### config.mk
export PLATFORM = sky130hd
export DESIGN_NAME = ogrr_queue
export DESIGN_NICKNAME = d
export VERILOG_FILES = /design/src/sv/ogrr_pkg.sv /design/src/sv/ogrr_queue.sv
export SDC_FILE = /design/constraint.sdc
export NUM_CORES = 1
export LEC_CHECK = 0
export ABC_AREA = 1
export BUFFER_PORTS_ARGS = -buffer_cell sky130_fd_sc_hd__buf_2
export CORE_MARGIN = 1.5
export CORE_UTILIZATION = 35
export DETAILED_ROUTE_END_ITERATION = 6
export MAX_ROUTING_LAYER = met4
export PLACE_DENSITY_LB_ADDON = 0.05
export SLEW_MARGIN = 40
export SYNTH_ARGS = -nofsm -noshare
export SYNTH_HDL_FRONTEND = slang
export SYNTH_SLANG_ARGS = --single-unit
### constraint.sdc
create_clock -name aclk -period 13.9 [get_ports aclk]
set_input_delay 2.085 -clock aclk [delete_from_list [all_inputs] [get_ports aclk]]
set_output_delay 2.085 -clock aclk [all_outputs]
set_load 0.005 [all_outputs]
### src/sv/ogrr_pkg.sv
// Shared types, constants and the sine table for the occupancy grid ray range block.
// No dependencies; every module of the block imports it.
package ogrr_pkg;

    localparam int MAP_CELLS        = 65536;
    localparam int SINE_TABLE_DEPTH = 1024;
    localparam int MAP_AW           = $clog2(MAP_CELLS);
    localparam int SIN_AW           = $clog2(SINE_TABLE_DEPTH + 1);
    localparam int LIM_W            = 21;
    localparam int Q_DEPTH          = 2;
    localparam int Q_AW             = 1;

    localparam longint unsigned HALF_PI_Q30 = 64'd1686629713;

    localparam logic signed [31:0] HIT_BACKOFF   = 32'sd1311;
    localparam logic signed [31:0] LIMIT_BACKOFF = 32'sd6554;
    localparam logic signed [31:0] OFF_DEPTH     = -32'sd65536;

    localparam logic [1:0] ST_HIT    = 2'd0;
    localparam logic [1:0] ST_LIMIT  = 2'd1;
    localparam logic [1:0] ST_OFFMAP = 2'd2;

    localparam logic FUNC_WRITE = 1'b0;
    localparam logic FUNC_RAY   = 1'b1;

    localparam logic [2:0] REG_ORIGIN_X    = 3'd0;
    localparam logic [2:0] REG_ORIGIN_Y    = 3'd1;
    localparam logic [2:0] REG_CELL_SIZE   = 3'd2;
    localparam logic [2:0] REG_CELLS_PER_M = 3'd3;
    localparam logic [2:0] REG_MAP_WIDTH   = 3'd4;
    localparam logic [2:0] REG_MAP_CELLS   = 3'd5;
    localparam logic [2:0] REG_RANGE_LIMIT = 3'd6;

    typedef struct packed {
        logic               func;
        logic        [15:0] cell_index;
        logic signed [7:0]  cell_value;
        logic signed [31:0] pos_x;
        logic signed [31:0] pos_y;
        logic        [15:0] heading;
    } ogrr_in_t;

    typedef struct packed {
        logic signed [31:0] depth;
        logic        [1:0]  status;
    } ogrr_out_t;

    typedef struct packed {
        logic signed [31:0] origin_x;
        logic signed [31:0] origin_y;
        logic        [30:0] cell_size;
        logic        [30:0] cells_per_meter;
        logic        [15:0] map_width;
        logic        [16:0] map_cells;
        logic        [30:0] range_limit;
    } ogrr_cfg_t;

    // classified item handed from the front to the back
    typedef struct packed {
        logic               is_ray;
        logic        [15:0] cell_index;
        logic               occupied;
        logic signed [31:0] pos_x;
        logic signed [31:0] pos_y;
        logic signed [17:0] sin_q16;
        logic signed [17:0] cos_q16;
    } ogrr_cmd_t;

    typedef struct packed {
        logic clearing;
    } ogrr_back_status_t;

    typedef struct packed {
        logic        ok;
        logic [33:0] coord;
    } ogrr_coord_t;

    typedef logic [16:0] sine_rom_t [0:SINE_TABLE_DEPTH];

    function automatic logic [16:0] sine_q16(input logic [63:0] x);
        logic [63:0] x2;
        logic [63:0] term;
        longint      sum;
        x2   = (x * x) >> 30;
        term = x;
        sum  = longint'(x);
        for (int n = 1; n <= 6; n++) begin
            term = (term * x2) >> 30;
            term = term / 64'((2 * n) * (2 * n + 1));
            if ((n % 2) == 1) begin
                sum = sum - longint'(term);
            end else begin
                sum = sum + longint'(term);
            end
        end
        if (sum < 0) begin
            sum = 0;
        end
        sum = (sum + 8192) / 16384;
        if (sum > 65536) begin
            sum = 65536;
        end
        return 17'(sum);
    endfunction

    function automatic sine_rom_t build_sine_rom();
        sine_rom_t rom;
        for (int k = 0; k <= SINE_TABLE_DEPTH; k++) begin
            rom[k] = sine_q16((64'(k) * HALF_PI_Q30) / 64'(SINE_TABLE_DEPTH));
        end
        return rom;
    endfunction

    localparam sine_rom_t SINE_ROM = build_sine_rom();

    // offset along one axis: length times trig, magnitude truncated
    function automatic logic signed [32:0] scale_trig(input logic [31:0] len,
                                                       input logic signed [17:0] t);
        logic [16:0] mag;
        logic [48:0] prod;
        logic [32:0] off;
        mag  = t[17] ? 17'(-t) : 17'(t);
        prod = 49'(len) * 49'(mag);
        off  = {1'b0, prod[47:16]};
        return t[17] ? -$signed(off) : $signed(off);
    endfunction

    // cell coordinate, toward zero; negative point is off-map unless it truncates to 0
    // the product wraps at 64 bits before the shift
    function automatic ogrr_coord_t cell_coord(input logic signed [34:0] d,
                                               input logic [30:0] cpm);
        logic [34:0] mag;
        logic [63:0] prod;
        ogrr_coord_t r;
        mag  = d[34] ? 35'(-d) : 35'(d);
        prod = 64'(mag) * 64'(cpm);
        r.coord = d[34] ? 34'd0 : {2'b00, prod[63:32]};
        r.ok    = !d[34] || (prod[63:32] == 32'd0);
        return r;
    endfunction

endpackage

### src/sv/ogrr_queue.sv
// Two-entry queue between the classifying front and the executing back.
// Depends on ogrr_pkg for the command type and depth.
module ogrr_queue
    import ogrr_pkg::*;
(
    input  logic      aclk,
    input  logic      aresetn,
    input  logic      push,
    input  ogrr_cmd_t push_cmd,
    output logic      full,
    input  logic      pop,
    output logic      not_empty,
    output ogrr_cmd_t head_cmd
);

    ogrr_cmd_t           entry_reg [0:Q_DEPTH-1];
    logic [Q_AW-1:0]     wptr_reg, wptr_next;
    logic [Q_AW-1:0]     rptr_reg, rptr_next;
    logic [Q_AW:0]       count_reg, count_next;

    assign full      = (count_reg == (Q_AW+1)'(Q_DEPTH));
    assign not_empty = (count_reg != '0);
    assign head_cmd  = entry_reg[rptr_reg];

    always_comb begin
        wptr_next  = wptr_reg;
        rptr_next  = rptr_reg;
        count_next = count_reg;
        if (push && !full) begin
            wptr_next = wptr_reg + 1'b1;
        end
        if (pop && not_empty) begin
            rptr_next = rptr_reg + 1'b1;
        end
        if ((push && !full) && !(pop && not_empty)) begin
            count_next = count_reg + 1'b1;
        end else if (!(push && !full) && (pop && not_empty)) begin
            count_next = count_reg - 1'b1;
        end
    end

    always_ff @(posedge aclk) begin
        if (!aresetn) begin
            wptr_reg  <= '0;
            rptr_reg  <= '0;
            count_reg <= '0;
        end else begin
            wptr_reg  <= wptr_next;
            rptr_reg  <= rptr_next;
            count_reg <= count_next;
        end
    end

    always_ff @(posedge aclk) begin
        if (push && !full) begin
            entry_reg[wptr_reg] <= push_cmd;
        end
    end

endmodule

# After elaboration in Yosys (flattened, before gate mapping)
# Memory sizes are Yosys's and may differ from the RTL's. A register that Yosys moved wholly into a read port is not among the register bits.
# Index checks and enable logic that the tools add are counted.
# totals
regBits	4
ramBits	236
input_bits	122
out_inout_bits	120
wordCells	24
n_memories	1
# classes
n_addsub	4
n_eq_ne	1
mux	6
n_reduce_logical	9
# memory_table
memory	words	width	rd	rd_clocked_by_memory_dff	write_ports	line	source
entry_reg	2	118	1	1	1	ogrr_queue.sv:16	ogrr_cmd_t entry_reg [0:Q_DEPTH-1];
# ops
cell	count
logical AND 1 bit	4
two-way mux 1 bit	4
two-way mux 2 bit	2
nonzero test 2 bit	2
logical NOT 1 bit	3
adder 1 bit, second input constant	2
adder 2 x 1 -> 2 bit, second input constant	1
equality test 2 bit, second input constant	1
subtractor 2 x 1 -> 2 bit, second input constant	1

# Depth between registers and ports, before layout
# depth
word_depth	7
depth_mapped	10
depth_no_buf	10

# Worst setup path after synthesis
# Ideal clock, no wire load.
# synth_path
path_type	input -> register
start	input port push
end	memory entry_reg[0][0] (netlist name), enable pin
setup_ns	0.597
t_arrival_ns	7.146
required_ns	13.303
setup_slack_ns	6.158
path_stages	2
n_path_buf	0
path_cell_list	o21ai_0 nor2_1
# synth_between
elab_chain_cells	3
# synth_lines
item	line	source
start, declared	ogrr_queue.sv:8	input logic push,
logical AND 1 bit	ogrr_queue.sv:55	if (push && !full) begin
two-way mux 1 bit	ogrr_queue.sv:55	
two-way mux 1 bit (implied by the code)	ogrr_queue.sv:56	entry_reg[wptr_reg] <= push_cmd;
end, declared	ogrr_queue.sv:16	
# No other way between the ends.

==> flow_metrics.tcl <==
set metrics [dict create \
    nets 790 \
    crit_required_ns 11.81 \
    grt_overflow_total 0 \
    cts_hold_buffers 0 \
    cp-start-kind "register" \
    maxCapViolCount 0 \
    drtAntennaViolNets 0 \
    rsz0062_at_grt "false" \
    ys_types 15 \
    cts_tree "yes" \
    critical_path_class "register to output port" \
    clockBufferDepth 3 \
    synth_seq_cells 241 \
    start_util 0.360 \
    place_ws_ns 9.03 \
    fp.dieArea_sq_mm 0.0262 \
    vias 4555 \
    p_total_mw 1.99 \
    numPortBuffers 241 \
    clk_pin_slew_ns 0.06 \
    clock_sinks 241 \
    final_hold_viol_count 0 \
    wl_met2_um 9190 \
    fin_util 0.458 \
    synth.avg_cell_area_sq_um 21.8 \
    maxSlewHeadroom 0.464 \
    core_area_sq_mm 0.0245 \
    yosys_warnings 0 \
    grt.total_usage 0.138 \
    worstMarginPinSlew_ns 0.804 \
    synth_area_leaders "edfxtp_1, mux2_2, mux2_4, dfxtp_1, buf_2" \
    synthCells 404 \
    die_x_um 162 \
    syn_nets 527 \
    dp.final_hpwl_um 11800 \
    numCtsBuffers 26 \
    cts_resized 0 \
    drc 0 \
    endpoint_kind "output port" \
    peakVddDrop_mv 0.0979 \
    met1Wirelength_um 6980 \
    rows 57 \
    syn_area_sq_mm 0.00882 \
    clk_latency_ns 0.52 \
    drive_above_1_share 0.579 \
    cp_slowest_cell "dfxtp_4" \
    avgRoutedWirePerCell_um 17.8 \
    grt_max_degree 61 \
    wl_met3_um 1450 \
    powerDensity_mw_per_mm2 177 \
    drt-vias-per-instance 4.49 \
    crit_path_max_incr_delay_ns 0.61 \
    power.leakage_nw 4.20 \
    crit_fanout 59 \
    largest_reg_flops 236 \
    grt_pass1_vias 4796 \
    synth-edff-count 236 \
    drt_iter0_markers 282 \
    period_share 0.335 \
    highest_layer "met4" \
    arrival_ns 2.57 \
    hp-class "register to register" \
    async_reset_ff_frac 0 \
    path_cells "buf_12 > buf_6 > mux2_2 > buf_2" \
    gp_congestion 0.754 \
    post_cts.repair.setup_buffers 0 \
    tns_ns 0 \
    clockRootBuffer "clkbuf_16" \
    antenna_found_initial 4 \
    grt_pass1_wl_um 26500 \
    synth_top_cell_area_share 0.803 \
    layout_setup_ws_ns 9.25 \
    die-height_um 162 \
    maxSlewViolCount 0 \
    finClkSkew_ns 0.0138 \
    boundaryPins 242 \
    drt-pass1-iter-count 5 \
    ys_seq_area_frac 0.815 \
    htree_levels 1 \
    whs_ns 0.528 \
    dominantRegCellSynth "edfxtp_1" \
    synth_most_common_cell "edfxtp_1" \
    final.min_clock_period_ns 4.65 \
    synthTopCellsByCount "edfxtp_1, mux2_2, mux2_4, buf_2, nor2_1" \
    syn2layout_area_growth_pct 27.4 \
    wirelength_um 18000 \
    finalSetupViolCount 0 \
    fmax_mhz 215 \
    status "finished clean" \
    synth_top_cell_by_area "edfxtp_1" \
]
## layout make-up
cell class / instances / area (sq um)
tap: 324 / 405
antenna: 4 / 10.0
inverter: 8 / 30.0
clock buffer: 39 / 721
multi-input combinational: 142 / 1530
sequential: 241 / 7190
fill: 2213 / 13300
clock inverter: 9 / 63.8
timing repair buffer: 248 / 1290
## cells in the final DEF, fill, tap and decap left out, drive strengths merged, types with 3 or more instances in the layout
cell type	count
buf	248
edfxtp	236
clkbuf	39
dfxtp	5
inv	8
mux2	118
clkinv	7
nor2	9
nand2	7
o21ai	3
diode	4
## stage by stage
step	instances	instance area [sq um]
2_1_floorplan	404	8820
3_3_place_gp	961	10400
3_5_place_dp	961	10400
4_1_cts	1009	11200
5_1_grt	1015	11200
6_report	1015	11200
## power by group
group	switching, mW	internal (mW)
registers	0.0316	0.919
logic	0.203	0.200
clock network	0.258	0.374
total	0.493	1.49
## critical path: cells and delay by family, from the launching register on
family / cells / cell delay [ns]
buf+inv: 3 / 0.94
flops: 1 / 0.61
mux: 1 / 0.42
## logic make-up after synthesis
logic type	Yosys count	synth area share
multiplexers	118	0.159
buffers and inverters	21	0.0136
AND/OR/NAND/NOR	18	0.00808
flip-flops	241	0.815
AO/OA/AOI/OAI	5	0.00312
adder cells (fa/ha/maj)	1	0.00142
## path summary, 6_finish.rpt
kind / slack (ns) / cells after the start / from / end
worst max-delay path: 9.25 / 4 / register / head_cmd[59]
worst min-delay path: 0.53 / 2 / rptr_reg / register
worst max register to register: 10.77 / 4 / count_reg[0] / entry_reg[0][75]
worst min register to register: 0.53 / 2 / rptr_reg / register
## metal layers
layer  global-route usage  up-vias
li1                     -     2123
met1                0.156     2239
met2                0.233      160
met3               0.0396       33
met4               0.0471        0
met5                    -        -
Note: power is estimated with default switching activity, not from simulation.
